`src/hdl/tcc_pkg.sv`:
```
// Shared types and constants for the tick clock and time converter.
package tcc_pkg;

    localparam int NS_W          = 30;
    localparam int OUT_W         = 31;
    localparam int TICK_BITS_DEF = 31;
    localparam int PROD_W_DEF    = ((TICK_BITS_DEF > OUT_W) ? TICK_BITS_DEF : OUT_W) + NS_W;
    localparam int MUL_STEPS     = NS_W;

    localparam logic [NS_W-1:0]  NS_PER_SEC  = 30'd1000000000;
    localparam logic [NS_W-1:0]  NS_MAX      = 30'd999999999;
    localparam logic [NS_W-1:0]  NANOS_RESET = 30'd16666689;
    localparam logic [OUT_W-1:0] OUT_MAX     = 31'h7FFFFFFF;

    typedef enum logic [1:0] {
        MODE_TICK      = 2'd0,
        MODE_READ      = 2'd1,
        MODE_CONV_TRUNC = 2'd2,
        MODE_CONV_CEIL = 2'd3
    } mode_t;

    typedef enum logic [1:0] {
        ST_IDLE,
        ST_MUL,
        ST_DIV,
        ST_WRITE
    } state_t;

    typedef struct packed {
        logic load;
        logic mul_step;
        logic div_step;
        logic write;
    } cmd_t;

    typedef struct packed {
        logic is_tick;
        logic out_free;
    } sts_t;

endpackage

```
`src/hdl/tcc_if.sv`:
```
// Request and response channel interfaces.
interface tcc_req_if;
    logic        valid;
    logic        ready;
    logic [1:0]  mode;
    logic [29:0] elapsed_in_tick_ns;
    logic [30:0] in_seconds;
    logic [29:0] in_nanoseconds;

    modport source (output valid, mode, elapsed_in_tick_ns, in_seconds, in_nanoseconds,
                    input ready);
    modport sink   (input valid, mode, elapsed_in_tick_ns, in_seconds, in_nanoseconds,
                    output ready);
endinterface

interface tcc_rsp_if;
    logic        valid;
    logic        ready;
    logic [30:0] current_ticks;
    logic [30:0] time_seconds;
    logic [29:0] time_nanos;
    logic [30:0] converted_ticks;
    logic        ticks_saturated;

    modport source (output valid, current_ticks, time_seconds, time_nanos, converted_ticks,
                    ticks_saturated, input ready);
    modport sink   (input valid, current_ticks, time_seconds, time_nanos, converted_ticks,
                    ticks_saturated, output ready);
endinterface

```
`src/hdl/tcc_ctrl.sv`:
```
// Sequencer for the multiply, divide and result write steps.
module tcc_ctrl import tcc_pkg::*;
#(
    parameter int PW = PROD_W_DEF
)
(
    input  logic clk,
    input  logic rst_n,
    input  logic in_valid,
    output logic in_ready,
    input  sts_t sts,
    output cmd_t cmd
);

    localparam int CW = $clog2(PW);

    state_t          state_reg, state_next;
    logic [CW-1:0]   cnt_reg, cnt_next;

    always_ff @(posedge clk or negedge rst_n)
    begin
        if (!rst_n)
        begin
            state_reg <= ST_IDLE;
            cnt_reg   <= '0;
        end
        else
        begin
            state_reg <= state_next;
            cnt_reg   <= cnt_next;
        end
    end

    always_comb
    begin
        state_next = state_reg;
        cnt_next   = cnt_reg;
        case (state_reg)
            ST_IDLE:
            begin
                cnt_next = '0;
                if (in_valid)
                begin
                    state_next = sts.is_tick ? ST_WRITE : ST_MUL;
                end
            end
            ST_MUL:
            begin
                cnt_next = cnt_reg + 1'b1;
                if (cnt_reg == CW'(MUL_STEPS - 1))
                begin
                    cnt_next   = '0;
                    state_next = ST_DIV;
                end
            end
            ST_DIV:
            begin
                cnt_next = cnt_reg + 1'b1;
                if (cnt_reg == CW'(PW - 1))
                begin
                    cnt_next   = '0;
                    state_next = ST_WRITE;
                end
            end
            ST_WRITE:
            begin
                if (sts.out_free)
                begin
                    state_next = ST_IDLE;
                end
            end
            default:
            begin
                state_next = ST_IDLE;
                cnt_next   = '0;
            end
        endcase
    end

    always_comb
    begin
        cmd      = '0;
        in_ready = 1'b0;
        case (state_reg)
            ST_IDLE:
            begin
                in_ready = 1'b1;
                cmd.load = in_valid;
            end
            ST_MUL:   cmd.mul_step = 1'b1;
            ST_DIV:   cmd.div_step = 1'b1;
            ST_WRITE: cmd.write    = sts.out_free;
            default:  cmd          = '0;
        endcase
    end

    a_cmd_onehot: assert property (@(posedge clk) disable iff (!rst_n)
        $onehot0({cmd.load, cmd.mul_step, cmd.div_step, cmd.write}))
        else $error("more than one datapath command at once");

    a_write_waits: assert property (@(posedge clk) disable iff (!rst_n)
        (state_reg == ST_WRITE && !sts.out_free) |=> state_reg == ST_WRITE)
        else $error("result write abandoned while output busy");

endmodule

```
`src/hdl/tcc_datapath.sv`:
```
// Tick counter, shift-add multiplier, restoring divider and result register.
module tcc_datapath import tcc_pkg::*;
#(
    parameter int TICK_BITS = TICK_BITS_DEF,
    parameter int PW        = ((TICK_BITS > OUT_W) ? TICK_BITS : OUT_W) + NS_W
)
(
    input  logic              clk,
    input  logic              rst_n,
    input  cmd_t              cmd,
    output sts_t              sts,
    input  logic              cfg_we,
    input  logic [NS_W-1:0]   cfg_wdata,
    input  logic [1:0]        mode,
    input  logic [NS_W-1:0]   elapsed_in_tick_ns,
    input  logic [OUT_W-1:0]  in_seconds,
    input  logic [NS_W-1:0]   in_nanoseconds,
    tcc_rsp_if.source         rsp
);

    localparam logic [PW-1:0] LIMIT = (TICK_BITS < OUT_W)
        ? {{(PW - TICK_BITS){1'b0}}, {TICK_BITS{1'b1}}}
        : PW'(OUT_MAX);

    logic [NS_W-1:0]      npt_reg;
    logic [TICK_BITS-1:0] counter_reg;
    mode_t                mode_reg;
    logic [NS_W-1:0]      el_reg;
    logic [PW-1:0]        acc_reg;
    logic [PW-1:0]        mcand_reg;
    logic [NS_W-1:0]      mplier_reg;
    logic [NS_W-1:0]      dvsr_reg;
    logic [NS_W-1:0]      rem_reg;
    logic                 out_valid_reg;

    logic [NS_W-1:0]      npt_eff;
    mode_t                in_mode;
    logic [NS_W:0]        div_sh;
    logic                 div_ge;
    logic [NS_W:0]        div_diff;
    logic [NS_W:0]        ns_sum;
    logic                 ns_carry;
    logic [NS_W:0]        ns_fix;
    logic [PW-1:0]        secs;
    logic [PW-1:0]        conv;
    logic                 round_up;
    logic [TICK_BITS-1:0] cnt_inc;
    logic [PW-1:0]        cnt_ext;
    logic [PW-1:0]        cnt_inc_ext;

    assign npt_eff = (npt_reg == '0) ? NS_W'(1) : npt_reg;
    assign in_mode = mode_t'(mode);

    assign sts.is_tick  = (in_mode == MODE_TICK);
    assign sts.out_free = !out_valid_reg || rsp.ready;

    // One restoring divide step: bring down the next dividend bit.
    assign div_sh   = {rem_reg, acc_reg[PW-1]};
    assign div_ge   = (div_sh >= {1'b0, dvsr_reg});
    assign div_diff = div_sh - {1'b0, dvsr_reg};

    // Read-time finish: add elapsed ns, carry once into seconds.
    assign ns_sum   = {1'b0, rem_reg} + {1'b0, el_reg};
    assign ns_carry = (ns_sum >= {1'b0, NS_PER_SEC});
    assign ns_fix   = ns_carry ? (ns_sum - {1'b0, NS_PER_SEC}) : ns_sum;
    assign secs     = acc_reg + PW'(ns_carry);

    // Conversion finish: in ceiling mode, round up on a nonzero remainder.
    assign round_up = (mode_reg == MODE_CONV_CEIL) && (rem_reg != '0);
    assign conv     = acc_reg + PW'(round_up);

    // Wrap at the counter width before widening.
    assign cnt_inc     = counter_reg + 1'b1;
    assign cnt_ext     = PW'(counter_reg);
    assign cnt_inc_ext = PW'(cnt_inc);

    always_ff @(posedge clk or negedge rst_n)
    begin
        if (!rst_n)
        begin
            npt_reg       <= NANOS_RESET;
            counter_reg   <= '0;
            out_valid_reg <= 1'b0;
        end
        else
        begin
            if (cfg_we)
            begin
                npt_reg <= cfg_wdata;
            end
            if (cmd.write && mode_reg == MODE_TICK)
            begin
                counter_reg <= cnt_inc;
            end
            if (cmd.write)
            begin
                out_valid_reg <= 1'b1;
            end
            else if (rsp.ready)
            begin
                out_valid_reg <= 1'b0;
            end
        end
    end

    always_ff @(posedge clk)
    begin
        if (cmd.load)
        begin
            mode_reg <= in_mode;
            el_reg   <= (elapsed_in_tick_ns > NS_MAX) ? NS_MAX : elapsed_in_tick_ns;
            rem_reg  <= '0;
            if (in_mode == MODE_READ)
            begin
                acc_reg    <= '0;
                mcand_reg  <= PW'(counter_reg);
                mplier_reg <= npt_eff;
                dvsr_reg   <= NS_PER_SEC;
            end
            else
            begin
                acc_reg    <= PW'(in_nanoseconds);
                mcand_reg  <= PW'(in_seconds);
                mplier_reg <= NS_PER_SEC;
                dvsr_reg   <= npt_eff;
            end
        end
        else if (cmd.mul_step)
        begin
            if (mplier_reg[0])
            begin
                acc_reg <= acc_reg + mcand_reg;
            end
            mcand_reg  <= {mcand_reg[PW-2:0], 1'b0};
            mplier_reg <= {1'b0, mplier_reg[NS_W-1:1]};
        end
        else if (cmd.div_step)
        begin
            acc_reg <= {acc_reg[PW-2:0], div_ge};
            rem_reg <= div_ge ? div_diff[NS_W-1:0] : div_sh[NS_W-1:0];
        end
    end

    always_ff @(posedge clk)
    begin
        if (cmd.write)
        begin
            rsp.time_seconds    <= '0;
            rsp.time_nanos      <= '0;
            rsp.converted_ticks <= '0;
            rsp.ticks_saturated <= 1'b0;
            rsp.current_ticks   <= cnt_ext[OUT_W-1:0];
            case (mode_reg)
                MODE_TICK:
                begin
                    rsp.current_ticks <= cnt_inc_ext[OUT_W-1:0];
                end
                MODE_READ:
                begin
                    if (secs > PW'(OUT_MAX))
                    begin
                        rsp.time_seconds <= OUT_MAX;
                        rsp.time_nanos   <= NS_MAX;
                    end
                    else
                    begin
                        rsp.time_seconds <= secs[OUT_W-1:0];
                        rsp.time_nanos   <= ns_fix[NS_W-1:0];
                    end
                end
                MODE_CONV_TRUNC, MODE_CONV_CEIL:
                begin
                    if (conv > LIMIT)
                    begin
                        rsp.converted_ticks <= LIMIT[OUT_W-1:0];
                        rsp.ticks_saturated <= 1'b1;
                    end
                    else
                    begin
                        rsp.converted_ticks <= conv[OUT_W-1:0];
                    end
                end
                default:
                begin
                    rsp.current_ticks <= cnt_ext[OUT_W-1:0];
                end
            endcase
        end
    end

    assign rsp.valid = out_valid_reg;

    a_write_free: assert property (@(posedge clk) disable iff (!rst_n)
        cmd.write |-> (!out_valid_reg || rsp.ready))
        else $error("result overwritten before transfer");

    a_rem_bound: assert property (@(posedge clk) disable iff (!rst_n)
        cmd.div_step |=> rem_reg < dvsr_reg)
        else $error("divider remainder not below divisor");

    a_counter_only_on_tick: assert property (@(posedge clk) disable iff (!rst_n)
        !$stable(counter_reg) |-> ($past(cmd.write) && $past(mode_reg) == MODE_TICK))
        else $error("tick counter moved without a tick item");

endmodule

```
`src/hdl/tick_clock_time_converter_unit.sv`:
```
// Top level of the tick clock and time converter.
//
// Items arrive on req (valid/ready); one result per item leaves on rsp.
// Mode 0 counts one tick; mode 1 reads the time as counter * nanos_per_tick
// plus elapsed ns; modes 2 and 3 convert seconds plus ns into ticks,
// truncating or rounding up, clamped and flagged when out of range.
// nanos_per_tick is written through cfg_we/cfg_wdata; the user must do so
// only while the unit is idle, as the block itself does not enforce it.
// One item is worked on at a time. A tick item goes from idle straight to
// the write state; the next item is taken once the unit is back in idle.
// Modes 1 to 3 run a 30-step shift-add multiply and then a restoring
// divide of one quotient bit per cycle over the product width
// PW = max(TICK_BITS, 31) + 30, then reach the write state.
// Reset clears the tick counter, restores nanos_per_tick to 16666689 and
// empties the result register. A result held by a stalled receiver stays
// in the output register while the next item is taken and computed; that
// item's write waits until the held result transfers.
module tick_clock_time_converter_unit import tcc_pkg::*;
#(
    parameter int TICK_BITS = TICK_BITS_DEF
)
(
    input  logic            clk,
    input  logic            rst_n,
    input  logic            cfg_we,
    input  logic [NS_W-1:0] cfg_wdata,
    tcc_req_if.sink         req,
    tcc_rsp_if.source       rsp
);

    localparam int PW = ((TICK_BITS > OUT_W) ? TICK_BITS : OUT_W) + NS_W;

    cmd_t cmd;
    sts_t sts;

    tcc_ctrl #(
        .PW (PW)
    ) u_ctrl (
        .clk      (clk),
        .rst_n    (rst_n),
        .in_valid (req.valid),
        .in_ready (req.ready),
        .sts      (sts),
        .cmd      (cmd)
    );

    tcc_datapath #(
        .TICK_BITS (TICK_BITS),
        .PW        (PW)
    ) u_datapath (
        .clk                (clk),
        .rst_n              (rst_n),
        .cmd                (cmd),
        .sts                (sts),
        .cfg_we             (cfg_we),
        .cfg_wdata          (cfg_wdata),
        .mode               (req.mode),
        .elapsed_in_tick_ns (req.elapsed_in_tick_ns),
        .in_seconds         (req.in_seconds),
        .in_nanoseconds     (req.in_nanoseconds),
        .rsp                (rsp)
    );

endmodule

```
`src/flat_wrapper.sv`:
```
// flat-port wrapper written by rule: the top's interface ports become plain ports
module tick_clock_time_converter_unit_flat import tcc_pkg::*;
#(
    parameter int TICK_BITS = TICK_BITS_DEF
)
  (clk, rst_n, cfg_we, cfg_wdata, req_valid, req_mode, req_elapsed_in_tick_ns, req_in_seconds, req_in_nanoseconds, req_ready, rsp_valid, rsp_current_ticks, rsp_time_seconds, rsp_time_nanos, rsp_converted_ticks, rsp_ticks_saturated, rsp_ready);
  tcc_req_if req_i ();
  tcc_rsp_if rsp_i ();
  input  logic clk;
  input  logic rst_n;
  input  logic cfg_we;
  input  logic [NS_W-1:0] cfg_wdata;
  input wire logic [$bits(req_i.valid)-1:0] req_valid;
  input wire logic [$bits(req_i.mode)-1:0] req_mode;
  input wire logic [$bits(req_i.elapsed_in_tick_ns)-1:0] req_elapsed_in_tick_ns;
  input wire logic [$bits(req_i.in_seconds)-1:0] req_in_seconds;
  input wire logic [$bits(req_i.in_nanoseconds)-1:0] req_in_nanoseconds;
  output wire logic [$bits(req_i.ready)-1:0] req_ready;
  output wire logic [$bits(rsp_i.valid)-1:0] rsp_valid;
  output wire logic [$bits(rsp_i.current_ticks)-1:0] rsp_current_ticks;
  output wire logic [$bits(rsp_i.time_seconds)-1:0] rsp_time_seconds;
  output wire logic [$bits(rsp_i.time_nanos)-1:0] rsp_time_nanos;
  output wire logic [$bits(rsp_i.converted_ticks)-1:0] rsp_converted_ticks;
  output wire logic [$bits(rsp_i.ticks_saturated)-1:0] rsp_ticks_saturated;
  input wire logic [$bits(rsp_i.ready)-1:0] rsp_ready;
  assign req_i.valid = req_valid;
  assign req_i.mode = req_mode;
  assign req_i.elapsed_in_tick_ns = req_elapsed_in_tick_ns;
  assign req_i.in_seconds = req_in_seconds;
  assign req_i.in_nanoseconds = req_in_nanoseconds;
  assign req_ready = req_i.ready;
  assign rsp_valid = rsp_i.valid;
  assign rsp_current_ticks = rsp_i.current_ticks;
  assign rsp_time_seconds = rsp_i.time_seconds;
  assign rsp_time_nanos = rsp_i.time_nanos;
  assign rsp_converted_ticks = rsp_i.converted_ticks;
  assign rsp_ticks_saturated = rsp_i.ticks_saturated;
  assign rsp_i.ready = rsp_ready;
  tick_clock_time_converter_unit #(.TICK_BITS(TICK_BITS)) u_core (.clk(clk), .rst_n(rst_n), .cfg_we(cfg_we), .cfg_wdata(cfg_wdata), .req(req_i), .rsp(rsp_i));
endmodule
```
`config.mk`:
```
export PLATFORM = sky130hd
export DESIGN_NAME = tick_clock_time_converter_unit_flat
export DESIGN_NICKNAME = d
export VERILOG_FILES = /design/src/hdl/tcc_pkg.sv /design/src/hdl/tcc_if.sv /design/src/hdl/tcc_ctrl.sv /design/src/hdl/tcc_datapath.sv /design/src/hdl/tick_clock_time_converter_unit.sv /design/src/flat_wrapper.sv
export SDC_FILE = /design/constraint.sdc
export NUM_CORES = 1
export LEC_CHECK = 0
export BUFFER_PORTS_ARGS = -buffer_cell sky130_fd_sc_hd__buf_2
export CELL_PAD_IN_SITES_DETAIL_PLACEMENT = 1
export CELL_PAD_IN_SITES_GLOBAL_PLACEMENT = 2
export CORE_MARGIN = 3
export CORE_UTILIZATION = 35
export DETAILED_ROUTE_END_ITERATION = 16
export PLACE_DENSITY = 0.76
export RECOVER_POWER = 100
export SLEW_MARGIN = 20
export SYNTH_ARGS = -nofsm -noshare
export SYNTH_HDL_FRONTEND = slang
export SYNTH_SLANG_ARGS = --single-unit
```
`constraint.sdc`:
```
create_clock -name clk -period 14.6 [get_ports clk]
set_input_delay 0.73 -clock clk [delete_from_list [all_inputs] [get_ports clk]]
set_output_delay 0.73 -clock clk [all_outputs]
set_load 0.01 [all_outputs]
```
**Yosys cells after proc, flatten, opt, wreduce, memory -nomap -nowiden**

Cells that the tools add are included.

- $add $sub $neg: 8
- Magnitude comparators: 5
- Equal/unequal tests: 14
- Muxes and demuxes: 35
- Bitwise gates (word level): 2
- Reductions and logical operators: 18

Operator list:

| cell | number |
|---|---|
| two-way mux 61 bit | 6 |
| two-way mux 30 bit | 8 |
| two-way mux 31 bit | 4 |
| adder 61 x 1 -> 61 bit | 2 |
| greater-than comparator 61 x 31 -> 1 bit, second input constant | 2 |
| adder 61 bit | 1 |
| adder 30 x 30 -> 31 bit | 1 |
| adder 31 x 1 -> 31 bit, second input constant | 1 |
| greater-or-equal comparator 31 x 30 -> 1 bit | 1 |
| greater-or-equal comparator 31 x 30 -> 1 bit, second input constant | 1 |
| greater-than comparator 30 bit, second input constant | 1 |
| logical NOT 30 bit | 1 |
| nonzero test 30 bit | 1 |
| subtractor 30 bit | 1 |
| subtractor 30 bit, second input constant | 1 |
| case mux 6 bit (3 select lines) | 1 |
| two-way mux 6 bit | 2 |
| two-way mux 2 bit | 5 |
| equality test 2 bit, second input constant | 4 |
| two-way mux 1 bit | 8 |
| != test 2 bit, second input constant | 4 |
| case mux 2 bit (4 select lines) | 1 |
| adder 6 x 1 -> 6 bit, second input constant | 1 |
| equality test 2 x 1 -> 1 bit, second input constant | 3 |
| other kinds (13) | 21 |

- Flip-flop bits (word level): 438
- Input port bits: 128

**Depth between registers and ports, before layout**

Gate-level depths: netlist of the first run.

- Depth after elaboration: 5
- Gate-level depth with buffers: 30
- Mapped depth without buffers: 29

**Hierarchy**

A second synthesis of the first run with hierarchy kept.

- Cell total of the unflattened synthesis: 3039
- Area, all modules: 28636.2 µm²

By module, submodules not included:

| module | times used | cells an instance | area an instance (µm²) |
|---|---|---|---|
| tcc_datapath | 1 | 2973 | 28039.4 |
| tcc_ctrl | 1 | 66 | 596.8 |

**Worst setup path before layout of the first run**

OpenSTA, ideal clock, no wires.

- Kind: register to register
- Start point: register u_core.u_datapath.rem_reg[0]
- End point: register u_core.u_datapath.rsp.time_nanos[11], data pin
- Data arrival time: 6.524 ns
- Required time: 14.316 ns
- Setup slack: 7.792 ns
- Stages on the path, launching flop included: 30
- Buffers on the path: 0
- Cell sequence: dfxtp_1 ha_1 inv_1 fa_1 nor2b_1 o21bai_1 o211ai_1 a21boi_0 xnor2_1 inv_1 ha_1 o211ai_1 a311oi_1 o21bai_1 o31a_1 nor2_1 inv_1 ha_1 ha_1 nand3_1 nor4_4 nand3_1 nor4_1 xnor2_1 nand3_1 or4_1 nor4_4 inv_2 a2111oi_0 a311oi_1

- Word-level cells in the longest chain between the ends: 5
- Elaborated cells between the ends (all ways): 7
- Classes of those cells: add/sub (3); order compare (2); mux (2)

RTL lines:

| item | RTL line | RTL |
|---|---|---|
| start, declared | tcc_datapath.sv:33 | `logic [NS_W-1:0] rem_reg;` |
| start signal, assigned | tcc_datapath.sv:140 | `rem_reg <= div_ge ? div_diff[NS_W-1:0] : div_sh[NS_W-1:0];` |
| adder 30 x 30 -> 31 bit * | tcc_datapath.sv:63 | `assign ns_sum = {1'b0, rem_reg} + {1'b0, el_reg};` |
| greater-or-equal comparator 31 x 30 -> 1 bit | tcc_datapath.sv:64 | `assign ns_carry = (ns_sum >= {1'b0, NS_PER_SEC});` |
| adder 61 x 1 -> 61 bit | tcc_datapath.sv:66 | `assign secs = acc_reg + PW'(ns_carry);` |
| greater-than comparator 61 x 31 -> 1 bit | tcc_datapath.sv:160 | `if (secs > PW'(OUT_MAX))` |
| two-way mux 30 bit * | tcc_datapath.sv:160 |  |
| end signal, assigned | tcc_datapath.sv:168 | `rsp.time_nanos <= ns_fix[NS_W-1:0];` |
| end, declared | tcc_if.sv:25 | `modport source (output valid, current_ticks, time_seconds, time_nanos, converted_ticks,` |

Every way passes the cells marked *; elsewhere a longest branch is shown, timed or not.
A chain may end at the register's enable or synchronous reset.

**Final worst setup path of the first run**

- Start point: register u_core.u_datapath.rem_reg[0]
- End point: register u_core.u_datapath.rsp.time_nanos[10], data pin

- Word-level cells in the longest chain between the ends: 5
- Elaborated cells between the ends (all ways): 7
- Classes of those cells: add/sub (3); order compare (2); mux (1); reduce/logical (1)

RTL lines:

| item | RTL line |
|---|---|
| adder 30 x 30 -> 31 bit * | tcc_datapath.sv:63 |
| greater-or-equal comparator 31 x 30 -> 1 bit | tcc_datapath.sv:64 |
| adder 61 x 1 -> 61 bit | tcc_datapath.sv:66 |
| greater-than comparator 61 x 31 -> 1 bit | tcc_datapath.sv:160 |
| OR reduction 2 bit (no source line) | n/a |

Marked as above.

==> flow_metrics.py, run 1 <==
metrics = {
    "drt": {
        "ant_nets": 0,
        "vias_per_cell": 5.67,
        "vias": 24500,
        "first_pass_iters": 5,
        "drt-total-wl_um": 100000,
        "drt_iter0_markers": 1458,
        "wl_per_cell_um": 23.2,
        "drcViolationCount": 0,
    },
    "global_routing": {
        "first_global_vias": 25400,
        "grt_use_total": 0.229,
        "antenna_found_initial": 4,
        "grt_max_degree": 82,
        "overflow": 0,
        "grt_pass1_wl_um": 155000,
    },
    "run_status": {
        "status": "complete, but fails checks",
        "failed_checks": "capacitance limit, slew limit",
    },
    "logic_synthesis": {
        "synth_most_common_cell": "edfxtp_1",
        "synth_cell_type_count": 83,
        "yosys-top-cells-count": "edfxtp_1 (338), nand2_1 (317), a21oi_1 (239)",
        "synth_top_area_cell": "edfxtp_1",
        "syn_area_um2": 28800,
        "synthCells": 3068,
        "synth.area.top_cells": "edfxtp_1 (35%), ha_1 (5.8%), dfrtp_1 (5.1%)",
        "ys_ff_latch": 438,
        "yosys.area.top_type_share": 0.353,
        "yosys_warnings": 0,
        "async_flop_share": 0.160,
        "synth_edf_count": 338,
        "ys_seq_area_frac": 0.435,
        "syn-num-nets": 3333,
        "synth.avg_cell_area_um2": 9.38,
        "synth_ff_type": "edfxtp_1",
    },
    "worst_setup_path": {
        "cp-start-kind": "flip-flop",
        "cp.required_ns": 15.02,
        "reg2reg_depth": 30,
        "crit_slowest_cell": "nor4_1",
        "path_max_fanout": 40,
        "r2r_end": "u_core.u_datapath.rsp.time_nanos[10]$_SDFFCE_PP0P_",
        "crit_arrival_ns": 11.50,
        "endpoint_kind": "flip-flop",
        "path_class": "flip-flop to flip-flop",
        "reg2reg_slack_ns": 3.52,
        "slowest_delay_ns": 1.90,
        "worstReg2RegStart": "u_core.u_datapath.rem_reg[0]$_SDFFE_PP0P_",
    },
    "timing": {
        "fin_setup_tns_ns": 0,
        "finClkSkew_ns": 0.0334,
        "finalCriticalPeriod_ns": 11.08,
        "layout_worst_path_cycle_share": 0.759,
        "timing.fmax_ghz": 0.0902,
        "finalSetupViolCount": 0,
        "max_slew.worst_pin.slew_ns": 4.37,
        "drv_slew": 817,
        "grt_setup_unrepaired": "no",
        "relSlewSlack": -1.92,
        "hold_viol_final": 0,
    },
    "final_layout": {
        "drive_gt1_frac": 0.0961,
        "final.fill_count": 9336,
        "multi_input_area_um2": 15100,
        "finalInstanceArea_um2": 32300,
        "regArea_um2": 12500,
        "fin_cells": 4316,
        "num_antenna_cells": 0,
        "syn2layout_area_growth_pct": 12.4,
        "nets": 3480,
    },
    "power": {
        "vdd_ir_drop_max_v": 0.000178,
        "power_density_nw_per_um2": 268,
        "leakagePower_uw": 0.0120,
    },
    "cts": {
        "cts_root_buf": "clkbuf_16",
        "cts_made_buffers": 53,
        "clkTransAtPathRegs_ns": 0.06,
        "tritoncts": "done",
        "postCtsSetupBuffers": 0,
        "cts_hold_buf": 0,
        "clock-sinks": 438,
        "cts_buffer_depth": 3,
        "clock_latency_ns": 0.62,
        "h-tree-depth": 2,
        "cts_resized": 0,
    },
    "floorplan": {
        "fp-row-count": 104,
        "start_util": 0.356,
        "die_w_um": 293,
        "pin_count": 254,
        "dieArea_um2": 85700,
        "core_um2": 80900,
        "die_h_um": 293,
    },
    "worst_hold_path": {
        "hp-class": "input port to flip-flop",
        "holdPathStages": 2,
        "hp-start": "cfg_wdata[17]",
        "whs_endpoint": "u_core.u_datapath.npt_reg[17]$_DFFE_PN1P_",
    },
    "placed_design": {
        "place_area_um2": 30900,
        "dp.cells": 4219,
        "dp_hpwl_um": 76500,
        "buffer_ports.inserted": 253,
        "globalplace.congestion": 0.882,
    },
    "job": {
        "drv_cap": 18,
    },
}
routing by layer:
metal / track usage / part of all wire / vias up / wire, µm
met1: 0.331 / 0.48 / 12300 / 48100
met5: 0 / 0.00013 / - / 13
met3: 0.0329 / 0.049 / 118 / 4870
met2: 0.366 / 0.45 / 565 / 45100
li1: - / - / 11500 / -
met4: 0.0481 / 0.019 / 2 / 1920
worst max-delay path by stage:
stage	cells past startpoint	from	end	slack (ns)
finish	30	u_core.u_datapath.rem_reg[0]$_SDFFE_PP0P_	u_core.u_datapath.rsp.time_nanos[10]$_SDFFCE_PP0P_	3.52
floorplan	29	u_core.u_datapath.rem_reg[0]$_SDFFE_PP0P_	u_core.u_datapath.rsp.time_nanos[11]$_SDFFCE_PP0P_	7.79
CTS	30	u_core.u_datapath.rem_reg[0]$_SDFFE_PP0P_	u_core.u_datapath.rsp.time_nanos[17]$_SDFFCE_PP0P_	5.06
detailed placement	30	u_core.u_datapath.rem_reg[0]$_SDFFE_PP0P_	u_core.u_datapath.rsp.time_nanos[17]$_SDFFCE_PP0P_	5.09
global placement	30	u_core.u_datapath.rem_reg[0]$_SDFFE_PP0P_	u_core.u_datapath.rsp.time_nanos[24]$_SDFFCE_PP0P_	5.49
global route	30	u_core.u_datapath.rem_reg[0]$_SDFFE_PP0P_	u_core.u_datapath.rsp.time_nanos[10]$_SDFFCE_PP0P_	2.60
layout by cell type, fill, tap and decap left out, types with 25 or more instances in the layout:
| cell type | n |
|---|---|
| edfxtp_1 | 338 |
| nand2_1 | 316 |
| a21oi_1 | 239 |
| nor2_1 | 222 |
| o21ai_0 | 167 |
| clkbuf_1 | 159 |
| xnor2_1 | 148 |
| ha_1 | 133 |
| buf_2 | 120 |
| inv_1 | 96 |
| xor2_1 | 90 |
| nand3_1 | 86 |
| nand4_1 | 86 |
| nor3_1 | 67 |
| mux2i_1 | 60 |
| dfrtp_1 | 59 |
| a21o_1 | 55 |
| a31oi_1 | 55 |
| clkbuf_16 | 54 |
| nor4_1 | 45 |
| and3_1 | 41 |
| nand2b_1 | 39 |
| and2_0 | 39 |
| nor2b_1 | 36 |
| a21boi_0 | 34 |
| mux2_2 | 34 |
| dfxtp_1 | 30 |
| o21bai_1 | 29 |
| or2_2 | 28 |
| a211oi_1 | 25 |
| and2_1 | 25 |
worst max-delay path, delay by kind of cell (launching register included):
family | cells | cell delay (ns)
DFF | 1 | 0.44
and+or+nand+nor | 10 | 5.28
adders and majority gates | 5 | 1.35
AOI/OAI and AO/OA | 8 | 2.16
buffers and inverters | 5 | 1.15
xor gates and xnor gates | 2 | 0.49
logic make-up (layout without fill, tap and decap cells):
| family | Yosys count | count (layout) | synth area share |
|---|---|---|---|
| compound gates | 783 | 783 | 0.172 |
| xor+xnor | 238 | 238 | 0.0724 |
| fa+ha+maj | 137 | 137 | 0.0604 |
| buf+inv | 289 | 477 | 0.0389 |
| flops | 438 | 438 | 0.435 |
| mux | 94 | 94 | 0.0342 |
| simple gates | 1089 | 1089 | 0.187 |
cell type report:
class | instances | area share
Clock inverter | 30 | 0.00878
Multi-Input combinational cell | 2341 | 0.468
Timing Repair Buffer | 282 | 0.0385
Tap cell | 1060 | 0.0410
Sequential cell | 438 | 0.387
Clock buffer | 66 | 0.0447
Inverter | 99 | 0.0116
metrics by stage:
| stage | worst slack (ns) | hold slack (ns) | util | power, µW |
|---|---|---|---|---|
| 2_1_floorplan | 7.79 | 0.434 | - | 5760 |
| 3_3_place_gp | 5.49 | 0.513 | 0.381 | 7190 |
| 3_5_place_dp | 5.09 | 0.537 | 0.382 | 7300 |
| 4_1_cts | 5.06 | 0.311 | 0.403 | 8670 |
| 5_1_grt | 2.60 | 0.320 | 0.400 | 9300 |
| 6_report | 3.52 | 0.351 | 0.400 | 8650 |
power breakdown:
part	switching (µW)	internal, µW	leakage (µW)
clock network	561	758	0.000838
logic	2970	1700	0.00682
registers	582	2080	0.00434
(Power assumes the default switching activity.)
==> inputs of run 2 (changes only) <==
--- a/config.mk
+++ b/config.mk
@@ -11,7 +11,7 @@
 export CORE_MARGIN = 3
 export CORE_UTILIZATION = 35
 export DETAILED_ROUTE_END_ITERATION = 16
-export PLACE_DENSITY = 0.76
+export PLACE_DENSITY = 0.79
 export RECOVER_POWER = 100
 export SLEW_MARGIN = 20
 export SYNTH_ARGS = -nofsm -noshare
==> constraint.sdc (replaced) <==
create_clock -name clk -period 8.9 [get_ports clk]
set_input_delay 0.445 -clock clk [delete_from_list [all_inputs] [get_ports clk]]
set_output_delay 0.445 -clock clk [all_outputs]
set_load 0.01 [all_outputs]
==> flow_metrics.py, run 2 (synthesis gave the netlist of run 1 again) <==
metrics = {
    "run_status": {
        "status": "complete, but fails checks",
        "failed_checks": "capacitance limit, slew limit",
    },
    "final_layout": {
        "final_common_cell": "edfxtp_1",
        "drive_gt1_frac": 0.100,
        "nets": 3485,
        "final.fill_count": 9340,
        "multi_input_area_um2": 15200,
        "finalInstanceArea_um2": 32500,
        "syn2layout_area_growth_pct": 13.0,
        "regArea_um2": 12500,
        "final_cell_mix": "edfxtp_1 (338), nand2_1 (316), a21oi_1 (239), nor2_1 (222), o21ai_0 (167)",
    },
    "cts": {
        "tritoncts": "done",
        "h-tree-depth": 2,
        "clkTransAtPathRegs_ns": 0.07,
        "clock-sinks": 438,
        "postCtsSetupBuffers": 0,
        "cts_root_buf": "clkbuf_16",
        "cts_made_buffers": 50,
        "clock_latency_ns": 0.62,
        "cts_buffer_depth": 3,
    },
    "drt": {
        "drt_iter0_markers": 1842,
        "drcViolationCount": 0,
        "vias": 24500,
        "wl_per_cell_um": 23.3,
        "vias_per_cell": 5.67,
        "drt-total-wl_um": 101000,
        "first_pass_iters": 5,
        "ant_nets": 0,
    },
    "worst_setup_path": {
        "path_max_fanout": 32,
        "crit_arrival_ns": 8.58,
        "path_class": "flip-flop to flip-flop",
        "cp_cell_sequence": "nor4_1 > nand4_1 > o211a_1 > ha_1 > ha_1 > nand3_1 > nor4_1 > and3_1 > nor2b_1 > nand3_1 > mux2_2 > o21ai_0 > o2111ai_1 > nor2_1 > a21boi_0",
        "cp-start-kind": "flip-flop",
        "r2r_end": "u_core.u_datapath.rsp.converted_ticks[2]$_SDFFCE_PN0P_",
        "reg2reg_slack_ns": 0.49,
        "reg2reg_depth": 15,
        "slowest_delay_ns": 1.95,
        "crit_slowest_cell": "nor2_1",
        "cp.required_ns": 9.07,
        "worstReg2RegStart": "u_core.u_datapath.rem_reg[23]$_SDFFE_PP0P_",
        "endpoint_kind": "flip-flop",
    },
    "timing": {
        "relSlewSlack": -2.29,
        "timing.fmax_ghz": 0.119,
        "drv_slew": 750,
        "fin_setup_tns_ns": 0,
        "hold_viol_final": 0,
        "grt_setup_unrepaired": "no",
        "layout_worst_path_cycle_share": 0.945,
        "worst_slack_ns": 0.487,
        "max_slew.worst_pin.slew_ns": 4.94,
        "finalCriticalPeriod_ns": 8.41,
        "finClkSkew_ns": 0.0302,
        "finalSetupViolCount": 0,
    },
    "floorplan": {
        "start_util": 0.356,
        "core_um2": 80900,
        "die_w_um": 293,
        "fp-row-count": 104,
        "pin_count": 254,
        "dieArea_um2": 85700,
        "die_h_um": 293,
    },
    "placed_design": {
        "place_area_um2": 31000,
        "buffer_ports.inserted": 253,
        "pre_cts_slack_ns": 0.627,
        "globalplace.congestion": 0.904,
        "dp_hpwl_um": 76900,
    },
    "worst_hold_path": {
        "whs_endpoint": "u_core.u_datapath.npt_reg[23]$_DFFE_PN1P_",
        "hp-class": "input port to flip-flop",
        "hp-start": "cfg_wdata[23]",
        "holdPathStages": 2,
    },
    "power": {
        "vdd_ir_drop_max_v": 0.000252,
        "leakagePower_uw": 0.0121,
        "power_density_nw_per_um2": 444,
    },
    "job": {
        "drv_cap": 16,
    },
    "global_routing": {
        "grt_use_total": 0.229,
        "antenna_found_initial": 6,
        "overflow": 0,
        "grt_pass1_wl_um": 155000,
        "grt_max_degree": 83,
        "first_global_vias": 25300,
    },
}
==> run 2: cell count changes in the layout (fill, tap and decap cells not counted), moves of 3 or more <==
cell / previous run / this run
and2_0: 39 / 36
clkinv_2: 10 / 7
clkinv_4: 2 / 8
clkinvlp_4: 5 / 2
bufinv_16: 3 / 10
buf_4: 10 / 17
clkbuf_16: 54 / 50
clkbuf_1: 159 / 156
==> run 2: how the worst max path moves through the flow <==
| stage | start | cells past startpoint | slack [ns] | to |
|---|---|---|---|---|
| 2_1_floorplan | u_core.u_datapath.rem_reg[0]$_SDFFE_PP0P_ | 29 | 2.09 | u_core.u_datapath.rsp.time_nanos[11]$_SDFFCE_PP0P_ |
| 3_3_place_gp | u_core.u_datapath.rem_reg[0]$_SDFFE_PP0P_ | 31 | 0.83 | u_core.u_datapath.rsp.time_nanos[10]$_SDFFCE_PP0P_ |
| 3_5_place_dp | u_core.u_datapath.el_reg[0]$_SDFFCE_PN1P_ | 29 | 0.63 | u_core.u_datapath.rsp.time_nanos[26]$_SDFFCE_PP0P_ |
| 4_1_cts | u_core.u_datapath.el_reg[0]$_SDFFCE_PN1P_ | 29 | 0.58 | u_core.u_datapath.rsp.time_nanos[26]$_SDFFCE_PP0P_ |
| 5_1_grt | u_core.u_datapath.el_reg[0]$_SDFFCE_PN1P_ | 29 | 0.01 | u_core.u_datapath.rsp.time_nanos[10]$_SDFFCE_PP0P_ |
| 6_report | u_core.u_datapath.rem_reg[23]$_SDFFE_PP0P_ | 15 | 0.49 | u_core.u_datapath.rsp.converted_ticks[2]$_SDFFCE_PN0P_ |
==> run 2: timing repair <==
action | 4_1_cts | 5_1_grt
setup endpoints to repair | 0 | 16
hold endpoints to repair | 7 | 0
hold buffers | 2 | 0
resized for setup | 0 | 4
==> run 2: layout make-up <==
type	count	area share
Antenna cell	2	0.000154
Clock buffer	60	0.0405
Clock inverter	34	0.0151
Inverter	99	0.0115
Multi-Input combinational cell	2341	0.466
Sequential cell	438	0.385
Tap cell	1060	0.0408
Timing Repair Buffer	290	0.0408
==> run 2: report_power, final <==
part           internal [µW]  leakage [µW]  switching [µW]  total, µW
combinational           2850       0.00688            5010       7850
sequential              3400       0.00434             926       4330
clock                   1360      0.000877             919       2280
total                   7610        0.0121            6850      14500
==> run 2: metal layers <==
metal,GRT usage,vias up,share of wire
li1,-,11500,-
met1,0.326,12200,0.47
met2,0.360,610,0.44
met3,0.0451,142,0.061
met4,0.0561,6,0.025
met5,0,-,0.00041
==> run 2: critical path: cells and delay by family (launching register included) <==
| kind | cells | cell delay (ns) |
|---|---|---|
| simple gates | 8 | 5.17 |
| compound gates | 4 | 1.27 |
| fa+ha+maj | 2 | 0.59 |
| flops | 1 | 0.54 |
| mux | 1 | 0.32 |
==> run 2: stage by stage <==
stage	cells	utilization	power, µW	hold WS, ns
final	4324	0.402	14500	0.0760
after detailed placement	4226	0.382	12100	0.290
after global placement	4226	0.382	11900	0.281
after CTS	4322	0.405	14400	0.00229
after floorplan	3068	-	9440	0.149
after global routing	4323	0.402	15500	0.0407
